**config.mk**
```make
export PLATFORM = sky130hd
export DESIGN_NAME = rcsd_ram
export DESIGN_NICKNAME = d
export VERILOG_FILES = /design/src/design/rcsd_ram.sv
export SDC_FILE = /design/constraint.sdc
export NUM_CORES = 1
export LEC_CHECK = 0
export ABC_AREA = 1
export BUFFER_PORTS_ARGS = -buffer_cell sky130_fd_sc_hd__buf_4
export CAP_MARGIN = 20
export CORE_MARGIN = 1
export CORE_UTILIZATION = 42
export CTS_CLUSTER_DIAMETER = 100
export DETAILED_ROUTE_END_ITERATION = 8
export HOLD_SLACK_MARGIN = 0.1
export MAX_ROUTING_LAYER = met4
export PLACE_DENSITY = 0.63
export SETUP_SLACK_MARGIN = 0.5
export SYNTH_ARGS = -nofsm -noshare
export SYNTH_HDL_FRONTEND = slang
export SYNTH_SLANG_ARGS = --single-unit
```
**constraint.sdc**
```tcl
create_clock -name clk -period 2.1 [get_ports clk]
set_clock_uncertainty 0.2 [all_clocks]
set_input_delay 0.21 -clock clk [delete_from_list [all_inputs] [get_ports clk]]
set_output_delay 0.21 -clock clk [all_outputs]
set_load 0.1 [all_outputs]
```
**src/design/rcsd_ram.sv**
```systemverilog
// Generic single-write, single-read RAM with registered read data.
module rcsd_ram #(
  parameter int WIDTH = 8,
  parameter int DEPTH = 64,
  localparam int AW = (DEPTH > 1) ? $clog2(DEPTH) : 1
) (
  input  logic             clk,
  input  logic             we,
  input  logic [AW-1:0]    waddr,
  input  logic [WIDTH-1:0] wdata,
  input  logic             re,
  input  logic [AW-1:0]    raddr,
  output logic [WIDTH-1:0] rdata
);

  logic [WIDTH-1:0] mem [DEPTH];

  // write port
  always_ff @(posedge clk) begin
    if (we) begin
      mem[waddr] <= wdata;
    end
  end

  // read port, data holds until the next read
  always_ff @(posedge clk) begin
    if (re) begin
      rdata <= mem[raddr];
    end
  end

endmodule

```
==> results.sh <==
export IMPL_postCtsSetupBuffers=0
export IMPL_ys_seq_area_share_pct=72.90
export IMPL_start_util_pct=42.61
export IMPL_crit_family="flip-flops"
export IMPL_leakage_nw=8.932
export IMPL_hpwlAfterDp_um=32630
export IMPL_ys_ff_latch=520
export IMPL_num_io_pins=31
export IMPL_path_clk_slew_ns=0.07
export IMPL_finalSetupTns_ns=0
export IMPL_syn_nets=1828
export IMPL_rsz0062_at_grt="yes"
export IMPL_dp_cells=2478
export IMPL_rows=82
export IMPL_vias_per_cell=5.424
export IMPL_synth_area_um2=21420
export IMPL_routabilityCongestion=0.8487
export IMPL_path_buf_inv=1
export IMPL_yosysWarnings=0
export IMPL_die_area_um2=51910
export IMPL_overflow=0
export IMPL_cts_tree="yes"
export IMPL_finalSetupViolations=0
export IMPL_setup_worst_path_end_class="output pin"
export IMPL_final_cells=2592
export IMPL_vias=14060
export IMPL_max_slew_worst_pin_slew_ns=0.7312
export IMPL_drcViolationCount=0
export IMPL_r2r_end="rdata[5]$_DFFE_PP_"
export IMPL_coreArea_um2=50270
export IMPL_grt_max_degree=131
export IMPL_cp_data_required_time_ns=1.69
export IMPL_outcome="finished, final reports clean"
export IMPL_num_nets_final=1902
export IMPL_rr_worst_depth=8
export IMPL_slew_violations=0
export IMPL_worstPathArrival_ns=1.27
export IMPL_grt_pass1_wl_um=84080
export IMPL_synth_cell_type_count=15
export IMPL_fin_crit_sh_pct=80.24
export IMPL_drt_iter0_drc=1520
export IMPL_grt_pass1_vias=13890
export IMPL_ys_flop_type="edfxtp_1"
export IMPL_clock_path_buffers=3
export IMPL_cp_cell_sequence="buf_6"
export IMPL_cp_start_kind="flip-flop"
export IMPL_reg2reg_from="mem[59][5]$_DFFE_PP_"
export IMPL_fmax_mhz=593.5
export IMPL_cts_made_buffers=53
export IMPL_dieHeight_um=227.8
export IMPL_synth_edf_count=520
export IMPL_ant_nets=0
export IMPL_min_period_ns=1.685
export IMPL_crit_fanout=1
export IMPL_slowest_delay_ns=0.45
export IMPL_synth_cells=1805
export IMPL_power_density_nw_per_um2=873.1
export IMPL_avgSynthCellArea_um2=11.87
export IMPL_hold_violations=0
export IMPL_cpMaxStageDelayCell="edfxtp_1"
export IMPL_hp_start="raddr[3]"
export IMPL_worstSetupPathType="reg -> out"
export IMPL_cts_root_buf="clkbuf_16"
export IMPL_drt_first_pass_iters=8
export IMPL_htree_levels=2
export IMPL_min_path_type="in -> reg"
export IMPL_drt_total_wl_um=55450
export IMPL_post_drt_wl_per_cell_um=21.39
export IMPL_async_flop_share_pct=0
export IMPL_clock_sinks=520
export IMPL_cap_violations=0
export IMPL_hold_path_end="rdata[2]$_DFFE_PP_"
export IMPL_ir_worst_vdd_uv=730.3
export IMPL_r2r_setup_slack_ns=0.48
export IMPL_clock_latency_ns=0.61
export IMPL_drive_gt1_share_pct=16.52
export IMPL_numPortBuffers=30
export IMPL_antenna_found_initial=2
export IMPL_area_growth_pct=17.19
export IMPL_dieWidth_um=227.8
export IMPL_slew_limit_headroom_pct=51.26
export IMPL_gr_usage_all_layers_pct=22.03
export IMPL_hold_path_depth=5
-- cell usage in the layout (no fill, tap or decap), types with 2 or more instances in the layout --
cell type	netlist	routed
inv_1	10	6
clkbuf_1	15	10
buf_6	35	8
nand3_2	0	62
buf_12	0	27
nand4_1	9	9
nor2_2	0	23
nor2_1	56	12
inv_8	0	3
nand2_2	0	14
clkinvlp_4	0	2
bufinv_16	0	2
clkbuf_16	0	53
nor2_4	0	21
edfxtp_1	520	520
clkinv_2	0	10
nor4_4	0	2
nor4_2	0	6
clkinv_1	0	17
buf_4	14	78
nand3_1	439	376
nand2_1	648	634
dlygate4sd3_1	0	18
-- how the worst max path moves through the flow --
stage | to | startpoint | slack, ns | depth (start not counted)
floorplan | mem[48][0]$_DFFE_PP_ | we | 0.14 | 3
global placement | rdata[3]$_DFFE_PP_ | raddr[0] | -0.06 | 12
detailed placement | rdata[1]$_DFFE_PP_ | raddr[0] | -0.09 | 11
CTS | rdata[7] | rdata[7]$_DFFE_PP_ | 0.40 | 1
global route | rdata[7] | rdata[7]$_DFFE_PP_ | 0.41 | 1
finish | rdata[7] | rdata[7]$_DFFE_PP_ | 0.42 | 1
-- through the flow --
| step | hold WS (ns) | setup slack [ns] | utilization [%] | power (mW) | area (µm²) |
|---|---|---|---|---|---|
| after CTS | 0.1021 | 0.3976 | 49.35 | 21.99 | 24810 |
| after global placement | 0.3216 | -0.06491 | 45.66 | 13.33 | 22950 |
| after floorplan | 0.1089 | 0.1366 | - | 12.71 | 21810 |
| final | 0.1232 | 0.4150 | 49.93 | 21.92 | 25100 |
| after detailed placement | 0.3207 | -0.08949 | 45.66 | 13.34 | 22950 |
| after global routing | 0.1367 | 0.4053 | 49.93 | 22.59 | 25100 |
-- power breakdown --
group | internal [mW] | total [mW] | leakage (nW) | switching, mW
clock | 4.85 | 8.68 | 0.770 | 3.83
combinational | 0.493 | 1.70 | 3.48 | 1.21
sequential | 11.5 | 11.5 | 4.69 | 0.0300
total | 16.9 | 21.9 | 8.93 | 5.06
-- per-layer routing --
layer  share of wire [%]  wire, µm  global-route usage, %  vias to the layer above
met3                 7.1      3918                  3.613                       92
met1                  43     23680                  29.59                     6924
met4                 2.3      1297                  6.862                        0
met5                   0         0                      -                        -
met2                  48     26560                  34.34                      522
li1                    -         -                      -                     6522
-- logic make-up (layout without fill, tap and decap cells) --
| logic type | count (synthesis) | after routing | synth area share [%] |
|---|---|---|---|
| buffers and inverters | 125 | 239 | 4.007 |
| flip-flops | 520 | 520 | 72.90 |
| other | 0 | 1 | 0 |
| AND/OR/NAND/NOR | 1160 | 1160 | 23.09 |
-- area by class of cell --
cell class,instances,area (µm²)
Clock inverter,32,206.4
Antenna cell,1,2.502
Inverter,12,73.82
Timing Repair Buffer,132,1411
Clock buffer,63,1364
Sequential cell,520,15620
Fill cell,4374,25170
Tap cell,672,840.8
Multi-Input combinational cell,1160,5587
-- sequential cells by signal (all words and copies together) (netlist names) --
| signal | count |
|---|---|
| mem | 512 |
| rdata | 8 |
-- cell usage after synthesis, types with 2 or more instances --
| master | n | share of area [%] |
|---|---|---|
| clkbuf_1 | 15 | 0.26 |
| nor4_1 | 8 | 0.23 |
| edfxtp_1 | 520 | 73 |
| buf_4 | 14 | 0.49 |
| buf_1 | 10 | 0.18 |
| nand3_1 | 439 | 10 |
| buf_2 | 37 | 0.86 |
| nand2_1 | 648 | 11 |
| nor2_1 | 56 | 0.98 |
| buf_6 | 35 | 1.8 |
| nand4_1 | 9 | 0.26 |
| inv_1 | 10 | 0.18 |
| buf_8 | 2 | 0.14 |
-- repair_timing --
action                                  CTS  global route
resized for setup                        24            64
cloned                                    0             0
hold buffers                             18             0
endpoints found under the hold margin   560             0
pin swaps                                 0            21
endpoints found under the setup margin   16            64
Power figures use the tool's default switching activity.
