--- config.mk ---
export PLATFORM = sky130hd
export DESIGN_NAME = rcsd_parser
export DESIGN_NICKNAME = d
export VERILOG_FILES = /design/src/design/rcsd_pkg.sv /design/src/design/rcsd_parser.sv
export SDC_FILE = /design/constraint.sdc
export NUM_CORES = 1
export LEC_CHECK = 0
export ABC_AREA = 1
export BUFFER_PORTS_ARGS = -buffer_cell sky130_fd_sc_hd__buf_4
export CAP_MARGIN = 30
export CELL_PAD_IN_SITES_DETAIL_PLACEMENT = 1
export CELL_PAD_IN_SITES_GLOBAL_PLACEMENT = 1
export CORE_ASPECT_RATIO = 0.75
export CORE_UTILIZATION = 36
export CTS_BUF_LIST = sky130_fd_sc_hd__clkbuf_8
export DETAILED_ROUTE_END_ITERATION = 7
export PLACE_DENSITY_LB_ADDON = 0.1
export SLEW_MARGIN = 20
export SYNTH_ARGS = -nofsm -noshare
export SYNTH_HDL_FRONTEND = slang
export SYNTH_SLANG_ARGS = --single-unit
--- constraint.sdc ---
create_clock -name clk -period 7.4 [get_ports clk]
set_input_delay 0.74 -clock clk [delete_from_list [all_inputs] [get_ports clk]]
set_output_delay 0.74 -clock clk [all_outputs]
set_load 0.05 [all_outputs]
--- src/design/rcsd_pkg.sv ---
// Shared types, phase codes and constants for the RTMP chunk stream deframer.
package rcsd_pkg;

  localparam int NUM_STREAMS_DEF = 64;
  localparam int CSID_W          = 17;
  localparam logic [23:0] M24    = 24'hFFFFFF;
  localparam logic [23:0] CHUNK_SIZE_RST = 24'd128;

  // parse phases
  localparam logic [3:0] PH_BH0    = 4'd0;
  localparam logic [3:0] PH_BH1    = 4'd1;
  localparam logic [3:0] PH_BH2    = 4'd2;
  localparam logic [3:0] PH_TS     = 4'd3;
  localparam logic [3:0] PH_LEN    = 4'd4;
  localparam logic [3:0] PH_TYPE   = 4'd5;
  localparam logic [3:0] PH_SID    = 4'd6;
  localparam logic [3:0] PH_EXT    = 4'd7;
  localparam logic [3:0] PH_DATA   = 4'd8;
  localparam logic [3:0] PH_LOOKUP = 4'd9;

  localparam logic [1:0] FMT0 = 2'd0;
  localparam logic [1:0] FMT1 = 2'd1;
  localparam logic [1:0] FMT2 = 2'd2;
  localparam logic [1:0] FMT3 = 2'd3;

  // one entry of the per-stream table
  typedef struct packed {
    logic [31:0] ts;
    logic [31:0] delta;
    logic [23:0] len;
    logic [7:0]  mtype;
    logic [31:0] msg_id;
    logic        ext;
    logic [23:0] rcv;
  } entry_t;

  localparam int ENTRY_W = $bits(entry_t);

  // one result item
  typedef struct packed {
    logic [7:0]  payload_byte;
    logic        has_data;
    logic [5:0]  stream_index;
    logic [7:0]  message_type;
    logic [23:0] message_length;
    logic [31:0] message_stream_id;
    logic [31:0] timestamp;
    logic        last_of_chunk;
    logic        last_of_message;
    logic        error;
  } res_t;

  // parser status toward the top level
  typedef struct packed {
    logic res_valid;
    logic lookup;
  } pstat_t;

endpackage

--- src/design/rcsd_parser.sv ---
// Header parser, working copy of the current stream entry and result generation.
module rcsd_parser #(
  parameter int NUM_STREAMS = rcsd_pkg::NUM_STREAMS_DEF,
  localparam int AW = (NUM_STREAMS > 1) ? $clog2(NUM_STREAMS) : 1
) (
  input  logic                 clk,
  input  logic                 rst_n,
  input  logic                 step,
  input  logic [7:0]           byte_in,
  input  logic                 go,
  input  logic                 cfg_we,
  input  logic [23:0]          cfg_wdata,
  input  rcsd_pkg::entry_t     rd_entry,
  output logic                 rd_en,
  output logic [AW-1:0]        rd_addr,
  output logic                 wr_en,
  output logic [AW-1:0]        wr_addr,
  output rcsd_pkg::entry_t     wr_entry,
  output rcsd_pkg::pstat_t     stat,
  output rcsd_pkg::res_t       res
);
  import rcsd_pkg::*;

  localparam logic [CSID_W-1:0] NUM_CSID = CSID_W'(NUM_STREAMS);

  logic [3:0]        phase_r, phase_nxt;
  logic [2:0]        fbc_r, fbc_nxt;
  logic [1:0]        fmt_r, fmt_nxt;
  logic [CSID_W-1:0] cstr_r, cstr_nxt;
  logic [31:0]       shift_r, shift_nxt;
  logic [23:0]       left_r, left_nxt;
  logic              halted_r, halted_nxt;
  logic [23:0]       cs_r;
  entry_t            w_r, w_nxt;

  logic        do_after, do_hend;
  logic [23:0] space, cs_eff, n_bytes, rcv_inc;
  logic        lm, lc;

  always_comb begin
    phase_nxt  = phase_r;
    fbc_nxt    = fbc_r;
    fmt_nxt    = fmt_r;
    cstr_nxt   = cstr_r;
    shift_nxt  = shift_r;
    left_nxt   = left_r;
    halted_nxt = halted_r;
    w_nxt      = w_r;
    do_after   = 1'b0;
    do_hend    = 1'b0;
    rd_en      = 1'b0;
    wr_en      = 1'b0;
    stat.res_valid = 1'b0;
    stat.lookup    = (phase_r == PH_LOOKUP) && !halted_r;
    res        = '0;
    space      = '0;
    cs_eff     = '0;
    n_bytes    = '0;
    rcv_inc    = '0;
    lm         = 1'b0;
    lc         = 1'b0;

    if (!halted_r && phase_r == PH_LOOKUP && go) begin
      // table data is in: finish the basic header
      if (cstr_r >= NUM_CSID) begin
        halted_nxt         = 1'b1;
        stat.res_valid     = 1'b1;
        res.stream_index   = cstr_r[5:0];
        res.error          = 1'b1;
      end else begin
        w_nxt = rd_entry;
        if (fmt_r == FMT3) begin
          do_after = 1'b1;
        end else begin
          phase_nxt = PH_TS;
          fbc_nxt   = '0;
          shift_nxt = '0;
        end
      end
    end else if (!halted_r && step) begin
      case (phase_r)
        PH_BH0: begin
          fmt_nxt = byte_in[7:6];
          if (byte_in[5:1] == 5'd0) begin
            shift_nxt = {31'd0, byte_in[0]};
            cstr_nxt  = CSID_W'(64);
            phase_nxt = PH_BH1;
          end else begin
            cstr_nxt  = {{(CSID_W-6){1'b0}}, byte_in[5:0]};
            phase_nxt = PH_LOOKUP;
            rd_en     = 1'b1;
          end
        end
        PH_BH1: begin
          cstr_nxt = CSID_W'(64) + {{(CSID_W-8){1'b0}}, byte_in};
          if (shift_r[0]) begin
            phase_nxt = PH_BH2;
          end else begin
            phase_nxt = PH_LOOKUP;
            rd_en     = 1'b1;
          end
        end
        PH_BH2: begin
          cstr_nxt  = cstr_r + {1'b0, byte_in, 8'd0};
          phase_nxt = PH_LOOKUP;
          rd_en     = 1'b1;
        end
        PH_TS: begin
          shift_nxt = {shift_r[23:0], byte_in};
          fbc_nxt   = fbc_r + 3'd1;
          if (fbc_nxt == 3'd3) begin
            w_nxt.ext = (shift_nxt[23:0] == M24);
            if (fmt_r == FMT0) begin
              w_nxt.ts    = {8'd0, shift_nxt[23:0]};
              w_nxt.delta = '0;
            end else begin
              w_nxt.delta = {8'd0, shift_nxt[23:0]};
            end
            if (fmt_r == FMT2) begin
              do_after = 1'b1;
            end else begin
              phase_nxt = PH_LEN;
              fbc_nxt   = '0;
              shift_nxt = '0;
            end
          end
        end
        PH_LEN: begin
          shift_nxt = {shift_r[23:0], byte_in};
          fbc_nxt   = fbc_r + 3'd1;
          if (fbc_nxt == 3'd3) begin
            w_nxt.len = shift_nxt[23:0];
            phase_nxt = PH_TYPE;
            fbc_nxt   = '0;
            shift_nxt = '0;
          end
        end
        PH_TYPE: begin
          w_nxt.mtype = byte_in;
          if (fmt_r == FMT0) begin
            phase_nxt = PH_SID;
            fbc_nxt   = '0;
            shift_nxt = '0;
          end else begin
            do_after = 1'b1;
          end
        end
        PH_SID: begin
          // message stream id is little endian
          shift_nxt[fbc_r[1:0]*8 +: 8] = shift_r[fbc_r[1:0]*8 +: 8] | byte_in;
          fbc_nxt = fbc_r + 3'd1;
          if (fbc_nxt == 3'd4) begin
            w_nxt.msg_id = shift_nxt;
            do_after     = 1'b1;
          end
        end
        PH_EXT: begin
          shift_nxt = {shift_r[23:0], byte_in};
          fbc_nxt   = fbc_r + 3'd1;
          if (fbc_nxt == 3'd4) begin
            if (fmt_r == FMT0) begin
              w_nxt.ts = shift_nxt;
            end else if (!(fmt_r == FMT3 && w_r.rcv != 24'd0)) begin
              w_nxt.delta = shift_nxt;
            end
            do_hend = 1'b1;
          end
        end
        PH_DATA: begin
          rcv_inc  = w_r.rcv + 24'd1;
          lm       = (rcv_inc >= w_r.len);
          left_nxt = left_r - 24'd1;
          lc       = (left_nxt == 24'd0);
          w_nxt.rcv = lm ? 24'd0 : rcv_inc;
          stat.res_valid        = 1'b1;
          res.payload_byte      = byte_in;
          res.has_data          = 1'b1;
          res.stream_index      = cstr_r[5:0];
          res.message_type      = w_nxt.mtype;
          res.message_length    = w_nxt.len;
          res.message_stream_id = w_nxt.msg_id;
          res.timestamp         = w_nxt.ts;
          res.last_of_chunk     = lc;
          res.last_of_message   = lm;
          if (lc) begin
            phase_nxt = PH_BH0;
            fbc_nxt   = '0;
            shift_nxt = '0;
            wr_en     = 1'b1;
          end
        end
        default: begin
          phase_nxt = PH_BH0;
          fbc_nxt   = '0;
          shift_nxt = '0;
        end
      endcase
    end

    // extended timestamp follows, or the header is done
    if (do_after) begin
      if (w_nxt.ext) begin
        phase_nxt = PH_EXT;
        fbc_nxt   = '0;
        shift_nxt = '0;
      end else begin
        do_hend = 1'b1;
      end
    end

    // end of chunk header
    if (do_hend) begin
      if (fmt_r == FMT1 || fmt_r == FMT2 || (fmt_r == FMT3 && w_nxt.rcv == 24'd0)) begin
        w_nxt.ts = w_nxt.ts + w_nxt.delta;
      end
      space   = (w_nxt.len > w_nxt.rcv) ? (w_nxt.len - w_nxt.rcv) : 24'd0;
      cs_eff  = (cs_r != 24'd0) ? cs_r : 24'd1;
      n_bytes = (space < cs_eff) ? space : cs_eff;
      phase_nxt = PH_BH0;
      fbc_nxt   = '0;
      shift_nxt = '0;
      if (n_bytes == 24'd0) begin
        w_nxt.rcv             = '0;
        wr_en                 = 1'b1;
        stat.res_valid        = 1'b1;
        res.stream_index      = cstr_r[5:0];
        res.message_type      = w_nxt.mtype;
        res.message_length    = w_nxt.len;
        res.message_stream_id = w_nxt.msg_id;
        res.timestamp         = w_nxt.ts;
        res.last_of_chunk     = 1'b1;
        res.last_of_message   = 1'b1;
      end else begin
        left_nxt  = n_bytes;
        phase_nxt = PH_DATA;
      end
    end
  end

  // table addresses: out-of-range ids read entry zero and halt anyway
  assign rd_addr  = (cstr_nxt < NUM_CSID) ? cstr_nxt[AW-1:0] : '0;
  assign wr_addr  = cstr_r[AW-1:0];
  assign wr_entry = w_nxt;

  // control state
  always_ff @(posedge clk) begin
    if (!rst_n) begin
      phase_r  <= PH_BH0;
      fbc_r    <= '0;
      fmt_r    <= '0;
      cstr_r   <= '0;
      shift_r  <= '0;
      left_r   <= '0;
      halted_r <= 1'b0;
      cs_r     <= CHUNK_SIZE_RST;
    end else begin
      phase_r  <= phase_nxt;
      fbc_r    <= fbc_nxt;
      fmt_r    <= fmt_nxt;
      cstr_r   <= cstr_nxt;
      shift_r  <= shift_nxt;
      left_r   <= left_nxt;
      halted_r <= halted_nxt;
      if (cfg_we) begin
        cs_r <= cfg_wdata;
      end
    end
  end

  // working entry
  always_ff @(posedge clk) begin
    w_r <= w_nxt;
  end

endmodule

==> results of run 1 <==
-- stage by stage --
stage,setup WS (ns),std cells,instance area [um2]
detailed placement,-1.52,5163,31000
global placement,-1.36,5162,30900
CTS,-1.56,5349,33600
global route,-2.73,5401,36000
floorplan,-0.226,3648,23800
finish,-2.70,5405,36000
-- area by class of cell --
cell class / instances / area [um2]
Clock inverter: 22 / 96.3
Multi-Input combinational cell: 2751 / 17600
Fill cell: 7725 / 24900
Tap cell: 800 / 1000
Clock buffer: 63 / 867
Sequential cell: 260 / 5220
Inverter: 440 / 1710
Antenna cell: 6 / 15.0
Timing Repair Buffer: 1062 / 9420
Timing Repair inverter: 1 / 16.3
-- metal layers --
metal / up-vias / part of all wire / track usage
li1: 14200 / - / -
met1: 16100 / 0.41 / 0.579
met2: 2121 / 0.41 / 0.605
met3: 581 / 0.12 / 0.0828
met4: 8 / 0.060 / 0.165
met5: - / 0.00042 / 0
-- worst max-delay path, delay by kind of cell, from the launching register on --
kind            cells  cell delay (ns)
xor+xnor            1             0.14
buf+inv            19             2.77
fa+ha+maj           3             1.05
flops               1             0.38
simple gates       27             3.13
compound gates      6             1.12
-- cell usage after synthesis (12+ instances only) --
cell,count
sky130_fd_sc_hd__buf_4,12
sky130_fd_sc_hd__a31oi_1,45
sky130_fd_sc_hd__nand2_1,858
sky130_fd_sc_hd__clkbuf_1,125
sky130_fd_sc_hd__buf_1,21
sky130_fd_sc_hd__o22ai_1,103
sky130_fd_sc_hd__o221ai_1,14
sky130_fd_sc_hd__a21oi_1,293
sky130_fd_sc_hd__nor3_1,40
sky130_fd_sc_hd__o21ai_1,106
sky130_fd_sc_hd__ha_1,125
sky130_fd_sc_hd__nor4_1,19
sky130_fd_sc_hd__o211ai_1,37
sky130_fd_sc_hd__buf_2,30
sky130_fd_sc_hd__nand3b_1,19
sky130_fd_sc_hd__buf_6,12
sky130_fd_sc_hd__dfxtp_1,260
sky130_fd_sc_hd__xor2_1,56
sky130_fd_sc_hd__or2_2,12
sky130_fd_sc_hd__o21ai_0,330
sky130_fd_sc_hd__inv_1,408
sky130_fd_sc_hd__inv_2,26
sky130_fd_sc_hd__xnor2_1,22
sky130_fd_sc_hd__nand3_1,128
sky130_fd_sc_hd__a22oi_1,57
sky130_fd_sc_hd__nor2_1,319
sky130_fd_sc_hd__nand4_1,49
-- registers in the layout (all words and copies together) (netlist names) --
| signal | cells |
|---|---|
| cstr_r | 17 |
| halted_r | 1 |
| fmt_r | 2 |
| left_r | 24 |
| cs_r | 24 |
| shift_r | 32 |
| w_r | 153 |
| phase_r | 4 |
| fbc_r | 3 |
-- timing repair --
item	CTS	global route
endpoints found under the hold margin	0	0
pin swaps	42	58
endpoints found under the setup margin	180	195
gates cloned	3	17
setup buffers	98	34
hold buffers	0	0
resized for setup	215	406
-- how the worst max path moves through the flow --
stage               startpoint           to  depth (start not counted)
detailed placement      w_r[2]      res[35]                         49
global placement        w_r[2]      res[64]                         47
floorplan               w_r[1]       res[2]                         52
finish                  w_r[5]  wr_entry[4]                         56
CTS                     w_r[1]      res[35]                         52
global route            w_r[5]  wr_entry[4]                         56
-- power by group through the flow --
| stage | clock, mW | sequential, mW | combinational, mW |
|---|---|---|---|
| floorplan | 0 | 2.14 | 7.56 |
| global placement | 0 | 2.17 | 12.8 |
| detailed placement | 0 | 2.20 | 13.0 |
| CTS | 1.51 | 2.18 | 13.8 |
| global route | 1.59 | 2.27 | 17.0 |
| finish | 1.53 | 2.25 | 16.3 |
-- placed cells by master (no fill, tap or decap), drive strengths merged, types with 13 or more instances in the layout --
master,Yosys,final
o22ai,103,103
a21oi,294,294
nor3,43,43
nand3b,19,19
buf,75,1048
nand3,134,134
a31oi,45,45
ha,125,125
nor2,330,330
dfxtp,260,260
or2,13,13
xnor2,22,22
o211ai,37,37
inv,436,452
nand4,49,49
a22oi,57,57
o221ai,14,14
clkbuf,125,76
nand2,866,869
o21ai,436,436
nor4,20,20
xor2,56,56
-- logic make-up (layout without fill, tap and decap cells) --
| kind of cell | after synthesis | after routing |
|---|---|---|
| muxes | 2 | 2 |
| buffers and inverters | 640 | 1588 |
| AOI/OAI and AO/OA | 1064 | 1064 |
| other | 0 | 6 |
| xor gates and xnor gates | 78 | 78 |
| adders and majority gates | 128 | 128 |
| DFF | 260 | 260 |
| and+or+nand+nor | 1476 | 1479 |
==> Flow_metrics.wiki, run 1 <==
{| class="wikitable"
! Metric !! Value
|-
| Initial standard-cell utilization of the core || 0.367
|-
| Cell-internal power || 8.92 mW
|-
| Most used flip-flop cell after synthesis || sky130_fd_sc_hd__dfxtp_1
|-
| Post-synthesis instance area || 22300 um2
|-
| Deepest clock path buffer count || 3
|-
| Largest family of logic cells by synthesized area || simple AND/OR/NAND/NOR gates
|-
| WHS || 0.351 ns
|-
| Width of the die || 290 um
|-
| Pwr dens || 559 nW/um2
|-
| Number of max-cap violations || 1
|-
| TritonCTS buffer count || 49
|-
| Capture instance of the worst register-to-register path || left_r[18]
|-
| Area growth from synthesis to layout || 61.2%
|-
| Compound-gate portion of the synthesized area || 0.270
|-
| RSZ-0062 raised after global routing || yes
|-
| Static power due to leakage || 16.8 nW
|-
| Clock power share || 0.076
|-
| Simple-gate area share of the yosys netlist || 0.277
|-
| Worst setup margin || -2.70 ns
|-
| Mux cell area share after synthesis || 0.000896
|-
| Crit end category || output port
|-
| Share of synthesized flip-flops with an asynchronous set or reset || 0
|-
| Detailed-placement wirelength estimate || 101000 um
|-
| FF+latch count, synth || 260
|-
| Clock latency of the later-clocked register in the worst-skew pair || 0.70 ns
|-
| Cell chosen for the clock root || sky130_fd_sc_hd__clkbuf_8
|-
| Required time at the endpoint of the critical path || 6.66 ns
|-
| Post-synth EDFFs || 0
|-
| Largest area contributor in the synthesized netlist || sky130_fd_sc_hd__dfxtp_1
|-
| Worst hold path startpoint || cfg_we
|-
| Portion of the post-synthesis area used by sequential elements || 0.233
|-
| Pin count of the biggest net entering global routing || 58
|-
| First-pass GRT wire length || 196000 um
|-
| Period utilisation layout || 1.37
|-
| Sequential power share || 0.112
|-
| Maximum fanout along the worst path || 9
|-
| Via-to-Cell Ratio || 6.11
|-
| CP peak stage delay || 0.44 ns
|-
| Number of global-route vias before repair || 30800
|-
| Detailed Route WL || 151000 um
|-
| DRC violations left || 0
|-
| Worst min-delay path category || in2reg
|-
| Die H || 218 um
|-
| Transition time of the tightest slew-check pin || 2.00 ns
|-
| Switching power || 11.2 mW
|-
| Comb pwr share || 0.812
|-
| Share of cells above drive strength 1 || 0.360
|-
| Core region area || 60900 um2
|-
| Final core utilization || 0.591
|-
| Worst reg-to-reg path cell count || 60
|-
| Clock skew after layout || 0.0516 ns
|-
| Nets || 4883
|-
| Synth Area per Inst || 6.12 um2
|-
| Crit path launch type || flip-flop
|-
| Reg2Reg Setup Slack || -1.25 ns
|-
| Total Die Area || 63000 um2
|-
| Adder-cell share of the synthesized area || 0.0727
|-
| Port buffer count || 472
|-
| Worst Hold Depth || 2
|-
| Antenna violations before repair || 11
|-
| GP Congestion || 0.978
|-
| Sink count of the clock tree || 260
|-
| Hold Fails Final Rpt || 0
|-
| Capture endpoint of the worst hold path || cs_r[7]
|-
| Setup TNS || -359.38 ns
|-
| Synth Area in XOR/XNOR || 0.0306
|-
| Synth top area share || 0.233
|-
| Max stage delay cell, worst path || sky130_fd_sc_hd__ha_1
|-
| Number of search-and-repair iterations in the first detailed-routing pass || 6
|-
| Overall global routing resource usage || 0.411
|-
| Biggest area contributors in the synthesized netlist || sky130_fd_sc_hd__dfxtp_1 23%, sky130_fd_sc_hd__nand2_1 14%, sky130_fd_sc_hd__o21ai_0 7.4%
|-
| Clock tree from TritonCTS || built
|-
| Outcome || finished, violations left
|-
| Net Sw Frac || 0.556
|-
| Time the worst path needs with I/O delays and setup || 10.10 ns
|-
| Row count || 78
|-
| Launch instance of the worst register-to-register path || w_r[5]
|-
| Remaining global-route overflow || 0
|-
| Relative slew slack || -0.347
|-
| Number of I/O pins || 473
|-
| DRC violation total after the first TritonRoute iteration || 3466
|-
| Clock transition at the registers of the reported paths || 0.06 ns
|-
| Number of levels in the clock H-tree || 2
|-
| Signal arrival time at the worst endpoint || 9.36 ns
|-
| Post-synthesis instance total || 3648
|-
| Via count || 33000
|-
| Category of the most critical setup path || reg2out
|-
| Routed length per placed instance || 28.0 um
|-
| Violated checks || max-capacitance violations, max-slew violations, negative setup slack
|-
| Final setup vio count || 186
|-
| Fmax || 99.0 MHz
|-
| Max-slew violations || 4
|-
| Synthesized Nets || 3966
|-
| Count of yosys warnings during synthesis || 0
|-
| Power, Total || 20.1 mW
|-
| Largest voltage drop on the vdd net || 420 uV
|-
| Count of cell types in the netlist || 59
|-
| Number of nets with antenna violations after routing || 0
|}
(Power assumes the default switching activity.)
==> inputs of run 2 (changes only) <==
- CELL_PAD_IN_SITES_DETAIL_PLACEMENT: 1 -> 0
- CELL_PAD_IN_SITES_GLOBAL_PLACEMENT: 1 -> 2
- CORE_UTILIZATION: 36 -> 27
==> run 2 against run 1 <==
The run ends with negative setup slack left; non-clock buffer count up 4; count of clock-buffer cells in the layout up 9; wire length down 10%; total power up 4.1%; sequential power down 4%; sequential share of layout area down 0.16 points; combinational power up 5%; core utilization down 14 points; worst setup slack better by 0.98 ns; clock skew down 0.015 ns; first-iteration DRC count down 15%; sequential cell count unchanged; largest cell class unchanged.
==> Flow_metrics.wiki, run 2 (synthesis results as in run 1) <==
{| class="wikitable"
! Metric !! Value
|-
| Outcome || finished, violations left
|-
| Violated checks || negative setup slack
|-
| Detailed Route WL || 136000 um
|-
| Sink count of the clock tree || 260
|-
| Multi-input gate area in the final layout || 17400 um2
|-
| Worst setup margin || -1.72 ns
|-
| Number of search-and-repair iterations in the first detailed-routing pass || 6
|-
| Crit path launch type || flip-flop
|-
| Period utilisation layout || 1.23
|-
| Pin count of the biggest net entering global routing || 65
|-
| RSZ-0062 raised after global routing || yes
|-
| Largest voltage drop on the vdd net || 478 uV
|-
| Port buffer count || 472
|-
| Antenna violations before repair || 5
|-
| Routed length per placed instance || 23.7 um
|-
| Number of levels in the clock H-tree || 2
|-
| Largest register by flop count || w_r
|-
| Max stage delay cell, worst path || sky130_fd_sc_hd__dfxtp_4
|-
| Total Die Area || 83900 um2
|-
| Worst path most repeated cell || sky130_fd_sc_hd__nand2_2
|-
| Max-slew violations || 0
|-
| Overall global routing resource usage || 0.309
|-
| First-pass GRT wire length || 194000 um
|-
| Nets || 4890
|-
| CP peak stage delay || 0.37 ns
|-
| Fmax || 110 MHz
|-
| Signal arrival time at the worst endpoint || 8.38 ns
|-
| Remaining global-route overflow || 0
|-
| Area of all sequential standard cells || 5220 um2
|-
| Layer with the highest usage after global routing || met1
|-
| Core region area || 81200 um2
|-
| Hold Fails Final Rpt || 0
|-
| Maximum fanout along the worst path || 7
|-
| Via-to-Cell Ratio || 5.19
|-
| Deepest clock path buffer count || 3
|-
| DRC violations left || 0
|-
| Met3 routing resource usage after global routing || 0.0525
|-
| Clock latency of the later-clocked register in the worst-skew pair || 0.72 ns
|-
| Fill cell total of the finished layout || 8465
|-
| Most common cell after layout, fill and taps aside || sky130_fd_sc_hd__buf_4
|-
| Area growth from synthesis to layout || 62.9%
|-
| Clock transition at the registers of the reported paths || 0.06 ns
|-
| Final setup vio count || 178
|-
| Met2 usage in global routing || 0.445
|-
| Cell chosen for the clock root || sky130_fd_sc_hd__clkbuf_8
|-
| Transition time of the tightest slew-check pin || 1.16 ns
|-
| Detailed-placement wirelength estimate || 105000 um
|-
| Die H || 251 um
|-
| Pwr dens || 576 nW/um2
|-
| Share of cells above drive strength 1 || 0.355
|-
| Worst min-delay path category || in2reg
|-
| Clock tree from TritonCTS || built
|-
| Number of global-route vias before repair || 27800
|-
| Row count || 90
|-
| Relative slew slack || 0.227
|-
| Global-route track usage on met1 || 0.477
|-
| TritonCTS buffer count || 54
|-
| Crit end category || output port
|-
| Clock skew after layout || 0.0364 ns
|-
| Required time at the endpoint of the critical path || 6.66 ns
|-
| Static power due to leakage || 17.0 nW
|-
| Category of the most critical setup path || reg2out
|-
| Width of the die || 334 um
|-
| Time the worst path needs with I/O delays and setup || 9.12 ns
|-
| Most frequent cells in the layout || 863 x sky130_fd_sc_hd__buf_4, 702 x sky130_fd_sc_hd__nand2_1, 409 x sky130_fd_sc_hd__inv_1
|-
| Count of buffering cells on the critical path with inverters included || 16
|-
| Initial standard-cell utilization of the core || 0.275
|-
| Leading registers by flop count || w_r: 153 flops, shift_r: 32 flops
|-
| Number of I/O pins || 473
|-
| WHS || 0.287 ns
|-
| Number of max-cap violations || 0
|-
| Via count || 29700
|-
| Max FFs per register || 153
|-
| Cell family with the largest share of critical-path delay || simple AND/OR/NAND/NOR gates
|-
| Number of nets with antenna violations after routing || 0
|-
| Power, Total || 20.9 mW
|-
| GP Congestion || 0.945
|-
| DRC violation total after the first TritonRoute iteration || 2952
|}
-- run 2: worst register-to-register path: cells and delay by family, from the launching register on --
family / cells / cell delay, ns
XOR/XNOR: 1 / 0.15
flip-flops: 1 / 0.37
adder cells (fa/ha/maj): 5 / 1.20
AO/OA/AOI/OAI: 5 / 0.68
buffers and inverters: 33 / 3.79
AND/OR/NAND/NOR: 31 / 2.80
-- run 2: stage by stage --
step	cells	setup slack, ns	setup TNS (ns)	utilization	area (um2)
finish	5720	-1.72	-219.65	0.448	36400
global route	5719	-2.10	-287.74	0.448	36400
CTS	5679	-1.50	-188.02	0.431	35000
detailed placement	5493	-1.62	-227.02	0.390	31700
global placement	5489	-1.52	-209.56	0.389	31600
floorplan	3648	-0.226	-8.75	-	23800
-- run 2: worst paths after layout --
kind / endpoint / cells after the start / from / slack [ns]
hold reg to reg: shift_r[23] / 2 / shift_r[23] / 0.50
hold / removal: cs_r[7] / 3 / cfg_wdata[7] / 0.29
setup reg to reg: left_r[19] / 75 / w_r[0] / -1.68
setup / recovery: res[38] / 63 / w_r[0] / -1.72
-- run 2: what timing repair did --
action,in CTS,in global routing
pin swaps,50,62
gates cloned,10,4
resized for setup,362,234
setup buffers,80,33
hold buffers,0,0
endpoints found under the setup margin,181,194
-- run 2: layer usage --
| layer | share of wire | wire (um) | vias up |
|---|---|---|---|
| met2 | 0.41 | 55500 | 1172 |
| met5 | 0.00010 | 14 | - |
| met1 | 0.50 | 67700 | 14200 |
| li1 | - | - | 14200 |
| met4 | 0.015 | 2080 | 2 |
| met3 | 0.076 | 10300 | 122 |
-- run 2: power breakdown --
| group | leakage (nW) | internal, mW | switching [mW] |
|---|---|---|---|
| Sequential | 2.16 | 1.88 | 0.294 |
| Clock | 0.647 | 0.894 | 0.802 |
| Combinational | 14.2 | 7.36 | 9.72 |
| Total | 17.0 | 10.1 | 10.8 |
-- run 2: layout make-up --
class,instances,share of cell area
flip-flops and latches,260,0.143
clock buffers,72,0.0272
inverters,440,0.0474
well taps,1104,0.0380
multi-input cells,2750,0.479
repair buffers,1066,0.261
clock inverters,25,0.00358
diodes,3,0.000206
